**config.mk**
```make
export PLATFORM = sky130hd
export DESIGN_NAME = scip_block_checksum_stripper
export DESIGN_NICKNAME = d
export VERILOG_FILES = /design/src/rtl/core/scipcs_pkg.sv /design/src/rtl/core/scipcs_in_stage.sv /design/src/rtl/core/scipcs_deframer.sv /design/src/rtl/core/scip_block_checksum_stripper.sv
export SDC_FILE = /design/constraint.sdc
export NUM_CORES = 1
export LEC_CHECK = 0
export ABC_AREA = 1
export BUFFER_PORTS_ARGS = -buffer_cell sky130_fd_sc_hd__buf_2
export CAP_MARGIN = 20
export CORE_ASPECT_RATIO = 2
export CORE_MARGIN = 2
export CORE_UTILIZATION = 65
export DETAILED_ROUTE_END_ITERATION = 10
export PLACE_DENSITY_LB_ADDON = 0.12
export SYNTH_ARGS = -nofsm -noshare
export SYNTH_HDL_FRONTEND = slang
export SYNTH_SLANG_ARGS = --single-unit
export TNS_END_PERCENT = 20
```
**constraint.sdc**
```tcl
create_clock -name clk_i -period 8 [get_ports clk_i]
set_clock_uncertainty 0.1 [all_clocks]
set_input_delay 1.6 -clock clk_i [delete_from_list [all_inputs] [get_ports clk_i]]
set_output_delay 1.6 -clock clk_i [all_outputs]
set_load 0.05 [all_outputs]
```
**src/rtl/core/scipcs_pkg.sv**
```systemverilog
`timescale 1ns / 1ps
// ----------------------------------------------------------------------------
// scipcs_pkg: shared definitions for the block checksum stripper
// Constants, configuration codes and the types passed between the stages.
// ----------------------------------------------------------------------------
package scipcs_pkg;

  localparam int unsigned DATA_PER_BLOCK_DEF  = 64;
  localparam int unsigned MAX_FRAME_BYTES_DEF = 8191;

  localparam int unsigned FRAME_LEN_W = 13;
  localparam int unsigned MASK_W      = 8;
  localparam int unsigned CFG_IDX_W   = 1;
  localparam int unsigned CFG_DATA_W  = 13;

  localparam logic [CFG_IDX_W-1:0] CFG_FRAME_LENGTH  = 1'b0;
  localparam logic [CFG_IDX_W-1:0] CFG_CHECKSUM_MASK = 1'b1;

  localparam logic [FRAME_LEN_W-1:0] FRAME_LEN_RESET = '0;
  localparam logic [MASK_W-1:0]      MASK_RESET      = 8'h3F;

  localparam logic [7:0] CHECK_BASE = 8'h30;
  localparam logic [7:0] LINE_FEED  = 8'h0A;

  typedef struct packed {
    logic [FRAME_LEN_W-1:0] frame_length;
    logic [MASK_W-1:0]      checksum_mask;
  } cfg_t;

  typedef struct packed {
    logic       data_valid;
    logic [7:0] data_byte;
    logic       checksum_error;
    logic       linefeed_error;
    logic       frame_end;
  } res_t;

  typedef struct packed {
    logic idle;
    logic in_final;
  } status_t;

endpackage

```
**src/rtl/core/scipcs_in_stage.sv**
```systemverilog
`timescale 1ns / 1ps
// ----------------------------------------------------------------------------
// scipcs_in_stage: input word register
// Captures one raw word and holds it until the result stage takes it.
// ----------------------------------------------------------------------------
module scipcs_in_stage (
  input  logic       clk_i,
  input  logic       rst_ni,
  input  logic       in_valid_i,
  output logic       in_ready_o,
  input  logic [7:0] raw_byte_i,
  input  logic       advance_i,
  output logic       s1_valid_o,
  output logic [7:0] s1_byte_o
);

  logic       valid_q, valid_d;
  logic [7:0] byte_q;

  assign in_ready_o = !valid_q || advance_i;
  assign valid_d    = in_ready_o ? in_valid_i : valid_q;
  assign s1_valid_o = valid_q;
  assign s1_byte_o  = byte_q;

  always_ff @(posedge clk_i or negedge rst_ni) begin
    if (!rst_ni) begin
      valid_q <= 1'b0;
    end else begin
      valid_q <= valid_d;
    end
  end

  always_ff @(posedge clk_i) begin
    if (in_valid_i && in_ready_o) begin
      byte_q <= raw_byte_i;
    end
  end

endmodule

```
**src/rtl/core/scipcs_deframer.sv**
```systemverilog
`timescale 1ns / 1ps
// ----------------------------------------------------------------------------
// scipcs_deframer: frame and block sequencer
// Tracks frame and block position, sums data words, checks each block's checksum
// and each full block's line feed; state advances on every word handed to the result.
// ----------------------------------------------------------------------------
module scipcs_deframer #(
  parameter int unsigned DATA_PER_BLOCK  = scipcs_pkg::DATA_PER_BLOCK_DEF,
  parameter int unsigned MAX_FRAME_BYTES = scipcs_pkg::MAX_FRAME_BYTES_DEF
) (
  input  logic                 clk_i,
  input  logic                 rst_ni,
  input  scipcs_pkg::cfg_t     cfg_i,
  input  logic [7:0]           byte_i,
  input  logic                 fire_i,
  output scipcs_pkg::res_t     res_o,
  output scipcs_pkg::status_t  status_o
);

  localparam int unsigned LEFT_W     = $clog2(MAX_FRAME_BYTES + 1);
  localparam int unsigned POS_W      = $clog2(DATA_PER_BLOCK + 4);
  localparam int unsigned CMP_W      = (LEFT_W > scipcs_pkg::FRAME_LEN_W) ?
                                       LEFT_W : scipcs_pkg::FRAME_LEN_W;
  localparam int unsigned FINAL_MAX  = DATA_PER_BLOCK + 3;

  logic [LEFT_W-1:0] left_q, left_d, left_w, len_w;
  logic [POS_W-1:0]  pos_q, pos_d, pos_w, fsize_q, fsize_d, fsize_w;
  logic              infin_q, infin_d, infin_w;
  logic [7:0]        sum_q, sum_d, sum_w;
  logic              cflag_q, cflag_d, cflag_w;
  logic              lflag_q, lflag_d, lflag_w;
  logic [CMP_W-1:0]  fl_ext, max_ext;
  logic              idle, match, fend, dvalid;
  logic [7:0]        dbyte;

  assign idle    = (left_q == '0);
  assign fl_ext  = CMP_W'(cfg_i.frame_length);
  assign max_ext = CMP_W'(MAX_FRAME_BYTES);
  assign len_w   = LEFT_W'((fl_ext > max_ext) ? max_ext : fl_ext);

  always_comb begin
    left_w  = idle ? len_w : left_q;
    pos_w   = idle ? '0 : pos_q;
    fsize_w = idle ? '0 : fsize_q;
    infin_w = idle ? 1'b0 : infin_q;
    sum_w   = idle ? '0 : sum_q;
    cflag_w = idle ? 1'b0 : cflag_q;
    lflag_w = idle ? 1'b0 : lflag_q;
    left_d  = left_q;
    pos_d   = pos_q;
    fsize_d = fsize_q;
    infin_d = infin_q;
    sum_d   = sum_q;
    cflag_d = cflag_q;
    lflag_d = lflag_q;
    dvalid  = 1'b0;
    dbyte   = '0;
    fend    = 1'b0;
    match   = 1'b0;
    if (!(idle && len_w == '0)) begin
      if (!infin_w && pos_w == '0 && left_w <= LEFT_W'(FINAL_MAX)) begin
        infin_w = 1'b1;
        fsize_w = POS_W'(left_w);
      end
      pos_d   = pos_w;
      sum_d   = sum_w;
      cflag_d = cflag_w;
      lflag_d = lflag_w;
      infin_d = infin_w;
      fsize_d = fsize_w;
      match   = ({1'b0, sum_w & cfg_i.checksum_mask} + {1'b0, scipcs_pkg::CHECK_BASE})
                == {1'b0, byte_i};
      if (!infin_w) begin
        if (pos_w < POS_W'(DATA_PER_BLOCK)) begin
          dvalid = 1'b1;
          dbyte  = byte_i;
          sum_d  = sum_w + byte_i;
          pos_d  = pos_w + 1'b1;
        end else if (pos_w == POS_W'(DATA_PER_BLOCK)) begin
          if (!match) cflag_d = 1'b1;
          pos_d = pos_w + 1'b1;
        end else begin
          if (byte_i != scipcs_pkg::LINE_FEED) lflag_d = 1'b1;
          pos_d = '0;
          sum_d = '0;
        end
      end else begin
        if (fsize_w < POS_W'(3)) begin
          if (pos_w == '0) cflag_d = 1'b1;
        end else if (pos_w < fsize_w - POS_W'(2)) begin
          dvalid = 1'b1;
          dbyte  = byte_i;
          sum_d  = sum_w + byte_i;
        end else if (pos_w == fsize_w - POS_W'(2)) begin
          if (!match) cflag_d = 1'b1;
        end
        pos_d = pos_w + 1'b1;
      end
      left_d = left_w - 1'b1;
      if (left_d == '0) begin
        fend    = 1'b1;
        infin_d = 1'b0;
        fsize_d = '0;
        pos_d   = '0;
        sum_d   = '0;
      end
    end
  end

  assign res_o.data_valid     = dvalid;
  assign res_o.data_byte      = dbyte;
  assign res_o.checksum_error = cflag_d;
  assign res_o.linefeed_error = lflag_d;
  assign res_o.frame_end      = fend;

  assign status_o.idle     = idle;
  assign status_o.in_final = infin_q;

  always_ff @(posedge clk_i or negedge rst_ni) begin
    if (!rst_ni) begin
      left_q  <= '0;
      pos_q   <= '0;
      fsize_q <= '0;
      infin_q <= 1'b0;
      sum_q   <= '0;
      cflag_q <= 1'b0;
      lflag_q <= 1'b0;
    end else if (fire_i) begin
      left_q  <= left_d;
      pos_q   <= pos_d;
      fsize_q <= fsize_d;
      infin_q <= infin_d;
      sum_q   <= sum_d;
      cflag_q <= cflag_d;
      lflag_q <= lflag_d;
    end
  end

endmodule

```
**src/rtl/core/scip_block_checksum_stripper.sv**
```systemverilog
// Path: an accepted word goes through the input register, then the result register.
// Throughput: one word per cycle while the output is ready; an output stall
// holds the input in the same cycle once the input register is full.
// Reset: asynchronous, active low; frame_length reads 0, checksum_mask 0x3F,
// frame state returns to idle at once with no clearing pass.
`timescale 1ns / 1ps
// ----------------------------------------------------------------------------
// scip_block_checksum_stripper: range-data block checksum stripper
// Removes per-block checksums and line feeds from a frame, passes data words
// on and reports sticky checksum and line feed errors.
// ----------------------------------------------------------------------------
module scip_block_checksum_stripper #(
  parameter int unsigned DATA_PER_BLOCK  = scipcs_pkg::DATA_PER_BLOCK_DEF,
  parameter int unsigned MAX_FRAME_BYTES = scipcs_pkg::MAX_FRAME_BYTES_DEF
) (
  input  logic                             clk_i,
  input  logic                             rst_ni,
  input  logic                             cfg_we_i,
  input  logic [scipcs_pkg::CFG_IDX_W-1:0] cfg_idx_i,
  input  logic [scipcs_pkg::CFG_DATA_W-1:0] cfg_wdata_i,
  input  logic                             in_valid_i,
  output logic                             in_ready_o,
  input  logic [7:0]                       raw_byte_i,
  output logic                             out_valid_o,
  input  logic                             out_ready_i,
  output logic                             data_valid_o,
  output logic [7:0]                       data_byte_o,
  output logic                             checksum_error_o,
  output logic                             linefeed_error_o,
  output logic                             frame_end_o
);

  scipcs_pkg::cfg_t    cfg_q;
  scipcs_pkg::res_t    res, res_q;
  scipcs_pkg::status_t status;
  logic                out_valid_q, out_valid_d;
  logic                advance, fire, s1_valid;
  logic [7:0]          s1_byte;

  always_ff @(posedge clk_i or negedge rst_ni) begin
    if (!rst_ni) begin
      cfg_q.frame_length  <= scipcs_pkg::FRAME_LEN_RESET;
      cfg_q.checksum_mask <= scipcs_pkg::MASK_RESET;
    end else if (cfg_we_i) begin
      case (cfg_idx_i)
        scipcs_pkg::CFG_FRAME_LENGTH: begin
          cfg_q.frame_length <= cfg_wdata_i[scipcs_pkg::FRAME_LEN_W-1:0];
        end
        scipcs_pkg::CFG_CHECKSUM_MASK: begin
          cfg_q.checksum_mask <= cfg_wdata_i[scipcs_pkg::MASK_W-1:0];
        end
        default: begin
          cfg_q <= cfg_q;
        end
      endcase
    end
  end

  assign advance     = !out_valid_q || out_ready_i;
  assign fire        = s1_valid && advance;
  assign out_valid_d = advance ? s1_valid : out_valid_q;

  scipcs_in_stage u_in_stage (
    .clk_i      (clk_i),
    .rst_ni     (rst_ni),
    .in_valid_i (in_valid_i),
    .in_ready_o (in_ready_o),
    .raw_byte_i (raw_byte_i),
    .advance_i  (advance),
    .s1_valid_o (s1_valid),
    .s1_byte_o  (s1_byte)
  );

  scipcs_deframer #(
    .DATA_PER_BLOCK  (DATA_PER_BLOCK),
    .MAX_FRAME_BYTES (MAX_FRAME_BYTES)
  ) u_deframer (
    .clk_i    (clk_i),
    .rst_ni   (rst_ni),
    .cfg_i    (cfg_q),
    .byte_i   (s1_byte),
    .fire_i   (fire),
    .res_o    (res),
    .status_o (status)
  );

  always_ff @(posedge clk_i or negedge rst_ni) begin
    if (!rst_ni) begin
      out_valid_q <= 1'b0;
    end else begin
      out_valid_q <= out_valid_d;
    end
  end

  always_ff @(posedge clk_i) begin
    if (fire) begin
      res_q <= res;
    end
  end

  assign out_valid_o      = out_valid_q;
  assign data_valid_o     = res_q.data_valid;
  assign data_byte_o      = res_q.data_byte;
  assign checksum_error_o = res_q.checksum_error;
  assign linefeed_error_o = res_q.linefeed_error;
  assign frame_end_o      = res_q.frame_end;

`ifndef ASSERT_OFF
  a_ready_only_on_stall: assert property (@(posedge clk_i) disable iff (!rst_ni)
    !in_ready_o |-> (out_valid_o && !out_ready_i))
    else $error("input stalled without an output stall");

  a_frame_end_idle: assert property (@(posedge clk_i) disable iff (!rst_ni)
    (fire && res.frame_end) |=> status.idle)
    else $error("frame state not idle after frame end");

  a_idle_not_final: assert property (@(posedge clk_i) disable iff (!rst_ni)
    status.idle |-> !status.in_final)
    else $error("final block marked while idle");

  a_stage_holds: assert property (@(posedge clk_i) disable iff (!rst_ni)
    (s1_valid && !advance) |=> s1_valid)
    else $error("input word lost during output stall");
`endif

endmodule

```
# Word-level counts from Yosys, hierarchy flattened
# Index checks and enable logic that the tools add are counted.
# word_totals
out_inout_bits	14
elab_cells	98
in_bits	27
ff_bits	81
# op_classes
n_reduce_logical	17
n_lt_le_gt_ge	5
muxes	47
bitwise	3
n_eq_ne	4
addsub	5
# ops
operator	count
two-way mux 8 bit	11
two-way mux 7 bit	9
zero test 13 bit	3
two-way mux 13 bit	2
two-way mux 1 bit	25
> comparator 13 bit (second input constant)	1
<= comparator 13 x 7 -> 1 bit (second input constant)	1
subtractor 13 x 1 -> 13 bit (second input constant)	1
adder 8 x 6 -> 9 bit (second input constant)	1
== test 9 x 8 -> 1 bit	1
adder 8 bit	1
AND 8 bit	1
inequality test 8 x 4 -> 1 bit (second input constant)	1
adder 7 x 1 -> 7 bit (second input constant)	1
== test 7 bit	1
== test 7 bit (second input constant)	1
zero test 7 bit	1
less-than comparator 7 x 2 -> 1 bit (second input constant)	1
less-than comparator 7 bit	1
less-than comparator 7 bit (second input constant)	1
subtractor 7 x 2 -> 7 bit (second input constant)	1
AND reduction 2 bit	3
logical AND 1 bit	5
zero test 1 bit	3
2 further kinds	4

# Longest topological paths before layout
# depth
word_depth	14
ltp_mapped	33
depth_no_buf	32

# Hierarchy
# Synthesis repeated with hierarchy kept, for this count alone.
# unflattened
cells_unflattened	721
area_unflattened_um2	5437.7
# by_module_without_submodules
mod	seq_area_each_um2	area_each_um2	instances	cells_each
scipcs_deframer	950.9	3887.5	1	597
scip_block_checksum_stripper	918.4	1265.0	1	110
scipcs_in_stage	265.3	285.3	1	14

# Worst setup path after synthesis
# OpenSTA, ideal clock, no wires.
# synth_path
path_type	register to register
from	reg u_deframer.left_q[11]
to	reg u_deframer.sum_q[4]
required_ns	7.784
synth_period_minus_slack_ns	4.128
stages_incl_launch_ff	34
path_buffers	1
path_slack_ns	3.872
t_arrival_ns	3.912
setup_time_ns	0.116
cell_sequence	dfrtp_1 nor2_2 nand2_1 nor2_1 nand2_1 inv_2 clkbuf_1 nor2_1 inv_1 ha_1 nand3_1 inv_1 nand3_2 nor2_4 nand2_4 nand3_1 o21ai_1 nor2_2 nand2_1 nor2_1 xor2_1 ha_1 nand2_1 nor2_1 a211oi_1 nand2_1 inv_1 nand2_1 o21ai_0 inv_1 nor2_1 o21ai_1 nand2_1 nand2_1
# synth_between
elab_chain_len	13
elab_cells_between_ends	32
classes_between	add/sub (3); order compare (4); eq/ne (1); mux (15); bitwise (1); reduce/logical (8)
# synth_lines
item	line_no	rtl
start: declaration	scipcs_deframer.sv:26	logic [LEFT_W-1:0] left_q, left_d, left_w, len_w;
start signal: assignment	scipcs_deframer.sv:129	left_q <= left_d;
branches (longest 13 deep; another with <= comparator 13 x 7 -> 1 bit)	--	
end signal: assignment	scipcs_deframer.sv:133	sum_q <= sum_d;
end: declaration	scipcs_deframer.sv:29	logic [7:0] sum_q, sum_d, sum_w;
# Several ways; the timed one is not identified. The select of a mux whose other input is x is not followed.
# A chain may end at the register's enable or synchronous reset.

# Worst setup path in the final report
# layout_path
from	reg u_deframer.left_q[1]
to	reg res_q, in the netlist data_byte_o[2] (data pin)
# layout_between
elab_chain_len	12
elab_cells_between_ends	23
classes_between	add/sub (1); order compare (4); mux (12); reduce/logical (6)
# layout_lines
item	line_no	rtl
branches (longest 12 deep; another with <= comparator 13 x 7 -> 1 bit)	--	
end signal: assignment	scip_block_checksum_stripper.sv:97	res_q <= res;
end: declaration	scip_block_checksum_stripper.sv:34	scipcs_pkg::res_t res, res_q;
# Several ways; the timed one is not identified. The select of a mux whose other input is x is not followed.

==> impl_metrics.toml <==
[sta]
timing_max_transition_violations_final = 0
period_needed_ns = 5.34
timing_hold_violations_final = 0
slew_headroom_pct = 34.1
setup_repair_after_global_routing_missed_its_margin = "no"
final-setup-viol-count = 0
final_min_period_over_clock_period_pct = 66.8
worstMarginPinSlew_ns = 0.988
fmax_mhz = 187
fin_worst_hold_slack_ns = 0.392
final.setup.tns_ns = 0

[die]
floorplan.die.height_um = 129
die_w_um = 66.6
placement_rows = 45
floorplan.initialDensity_pct = 67.0
die_area_um2 = 8600
core-area_um2 = 7600
ios = 41

[route]
routed_wl_um = 13800
wire_per_inst_um = 17.5
drt_first_pass_iters = 7
detail_route.drc_violations = 0
postRouteAntennaNets = 0
viasPerCell = 5.82
first_iter_violations = 535
vias = 4571

[clock_tree]
clk_pin_slew_ns = 0.07
cts_tree = "done"
clock_tree.buffer_depth = 2
numClockSinks = 81
cts_buffers = 9
count_of_cells_resized_by_post_cts_repair = 0
postCtsSetupRepairBufs = 0
worst_skew_pair_later_pin_latency_ns = 0.34
root_buffer = "sky130_fd_sc_hd__clkbuf_16"
number_of_h_tree_levels = 3
cts-hold-fix-buffers = 0

[yosys]
ys.warnings.count = 0
yosysTopAreaCell = "sky130_fd_sc_hd__dfrtp_1"
post_synth_top_area_share_pct = 27.0
ys_types = 49
synth.avg_cell_area_um2 = 7.85
synth_area_um2 = 5090
synthesis.instances = 648
synth_seq_area_share_pct = 41.9
synth.area.top_cells = "sky130_fd_sc_hd__dfrtp_1 27%, sky130_fd_sc_hd__edfxtp_1 12%, sky130_fd_sc_hd__nand2_1 12%"
synth.ff_latch_count = 81
synth_fp_nets = 697

[place]
gp_congestion = 0.925
place_hpwl_um = 10100
io_buffer_count = 40
dpl-instance-area_um2 = 5340

[global_routing]
grt-ovfl-total = 0
grt_pass1_vias = 4656
groute.usage.overall_pct = 34.5
grt_max_degree = 62
grt_first_pass_wirelength_um = 22000
number_of_antenna_violations_at_the_first_check_in_global_routing = 0

[setup_path]
worstPathMaxFanout = 21
arrival_time_at_the_worst_endpoint_ns = 5.45
critPathRequiredTime_ns = 8.11
worstSetupPathType = "reg2reg"
regToRegStartpoint = "u_deframer.left_q[1]"
critical_path.startpoint = "u_deframer.left_q[1]"
critical_path_max_stage_delay_ns = 0.51
timing.critical_path.to_type = "flip-flop"
worst_path_max_delay_cell = "sky130_fd_sc_hd__nand2_1"
critPathLaunchType = "flip-flop"
rr_worst_depth = 28

[pwr]
fin_total_pwr_uw = 2250
p_per_area_nw_per_um2 = 400
vdd.ir_drop.worst_mv = 0.254
leakage_power_uw = 0.00279

[layout]
final_util_pct = 74.0
postLayoutCellArea_um2 = 5630
fillCellCount = 583
final_net_count = 735
synthToLayoutAreaGrowth_pct = 10.6
insertedDiodeCount = 0
final_layout_size_suffix_gt1_share_pct = 14.0

[worst_hold_path]
min_from = "cfg_q[6]"
min-delay-path-class = "reg2reg"
hold_path_depth = 2

[status]
run_status = "finished clean"

[run]
max_cap_viol_count = 0
==> per-layer routing <==
layer | up-vias | routed length, um | GRT usage (%)
met3 | 66 | 592 | 5.38
met5 | - | 0 | 0
li1 | 2177 | - | -
met4 | 0 | 913 | 23.0
met1 | 2147 | 4700 | 35.2
met2 | 181 | 7550 | 62.5
==> synth_stat cells, drive strengths merged <==
master / n
a211oi: 2
fa: 1
xor2: 19
o211ai: 1
o41ai: 1
buf: 5
a31oi: 4
o21ai: 53
o22ai: 12
nand4: 4
nor3b: 1
clkbuf: 9
inv: 91
mux2i: 1
or2: 1
o21bai: 9
xor3: 1
nand3b: 1
a21oi: 16
nor2: 76
dfrtp: 55
and2: 8
a221oi: 3
ha: 21
or3b: 1
dfstp: 6
nand2: 165
o31ai: 1
mux2: 3
edfxtp: 20
xnor2: 5
nand3: 37
a22oi: 2
clkinv: 1
nor4: 2
nor3: 10
==> logic make-up (layout without fill, tap and decap cells) <==
kind of cell	count (synthesis)	after routing	synth area share [%]
flip-flops	81	81	41.9
adder cells (fa/ha/maj)	22	22	5.56
multiplexers	4	4	0.860
AO/OA/AOI/OAI	104	104	12.2
XOR/XNOR	25	25	4.60
buffers and inverters	106	149	8.23
AND/OR/NAND/NOR	306	306	26.6
==> path summary, 6_finish.rpt <==
path	end	slack [ns]
max in group asynchronous	u_deframer.fsize_q[2]	5.95
setup / recovery	data_byte_o[2]	2.66
min in group asynchronous	out_valid_o	1.32
hold / removal	cfg_q[6]	0.39
hold reg to reg	cfg_q[6]	0.39
setup reg to reg	data_byte_o[2]	2.66
==> layout by cell type (no fill, tap or decap), types with 2 or more instances in the layout <==
cell                        count
sky130_fd_sc_hd__dfstp_2        6
sky130_fd_sc_hd__o21ai_1        5
sky130_fd_sc_hd__clkbuf_16      9
sky130_fd_sc_hd__a221oi_1       3
sky130_fd_sc_hd__inv_1         87
sky130_fd_sc_hd__xor2_1        19
sky130_fd_sc_hd__nand4_1        4
sky130_fd_sc_hd__mux2_2         3
sky130_fd_sc_hd__ha_1          21
sky130_fd_sc_hd__nand3_1       35
sky130_fd_sc_hd__buf_2         40
sky130_fd_sc_hd__edfxtp_1      20
sky130_fd_sc_hd__nor2_1        64
sky130_fd_sc_hd__nand2_1      156
sky130_fd_sc_hd__nor2_4         2
sky130_fd_sc_hd__nand3_2        2
sky130_fd_sc_hd__a22oi_1        2
sky130_fd_sc_hd__nand2_4        3
sky130_fd_sc_hd__nor4_1         2
sky130_fd_sc_hd__o22ai_1       12
sky130_fd_sc_hd__inv_6          4
sky130_fd_sc_hd__a211oi_1       2
sky130_fd_sc_hd__dfrtp_1       55
sky130_fd_sc_hd__a31oi_1        4
sky130_fd_sc_hd__o21ai_0       46
sky130_fd_sc_hd__nand2_2        6
sky130_fd_sc_hd__nor2_2         9
sky130_fd_sc_hd__inv_2          4
sky130_fd_sc_hd__a21oi_1       15
sky130_fd_sc_hd__o21bai_1       9
sky130_fd_sc_hd__xnor2_1        5
sky130_fd_sc_hd__nor3_1        10
sky130_fd_sc_hd__and2_1         8
==> cell type report <==
class | instances | area, um2 | share of cell area [%]
Inverter | 92 | 345 | 6.14
Sequential cell | 81 | 2130 | 37.9
Clock buffer | 9 | 225 | 4.00
Timing Repair Buffer | 41 | 208 | 3.69
Clock inverter | 7 | 58.8 | 1.04
Multi-Input combinational cell | 461 | 2540 | 45.1
Tap cell | 94 | 118 | 2.09
==> power by group <==
part	internal, uW	switching, uW	leakage [uW]
Combinational	409	822	0.00171
Clock	216	183	0.000139
Sequential	548	73.6	0.000937
Total	1170	1080	0.00279
==> critical path: cells and delay by family, from the launching register on <==
| family | cells | cell delay [ns] |
|---|---|---|
| adder cells (fa/ha/maj) | 2 | 0.42 |
| flip-flops | 1 | 0.41 |
| XOR/XNOR | 1 | 0.17 |
| AO/OA/AOI/OAI | 4 | 0.70 |
| buffers and inverters | 5 | 0.96 |
| AND/OR/NAND/NOR | 16 | 2.44 |
==> state kept, by name (all words and copies together), names as in the netlist <==
register	cells
cfg_q	21
u_deframer.left_q	13
data_byte_o	8
u_deframer.sum_q	8
u_in_stage.s1_byte_o	8
u_deframer.fsize_q	7
u_deframer.pos_q	7
checksum_error_o	1
data_valid_o	1
frame_end_o	1
linefeed_error_o	1
out_valid_o	1
u_deframer.cflag_q	1
u_deframer.infin_q	1
u_deframer.lflag_q	1
u_in_stage.s1_valid_o	1
==> metrics by stage <==
stage	setup slack [ns]	std cells
4_1_cts	2.68	785
6_report	2.66	785
3_5_place_dp	2.73	769
5_1_grt	2.15	785
3_3_place_gp	2.99	769
2_1_floorplan	3.87	648
No activity file was read; power rests on OpenSTA's default activity.
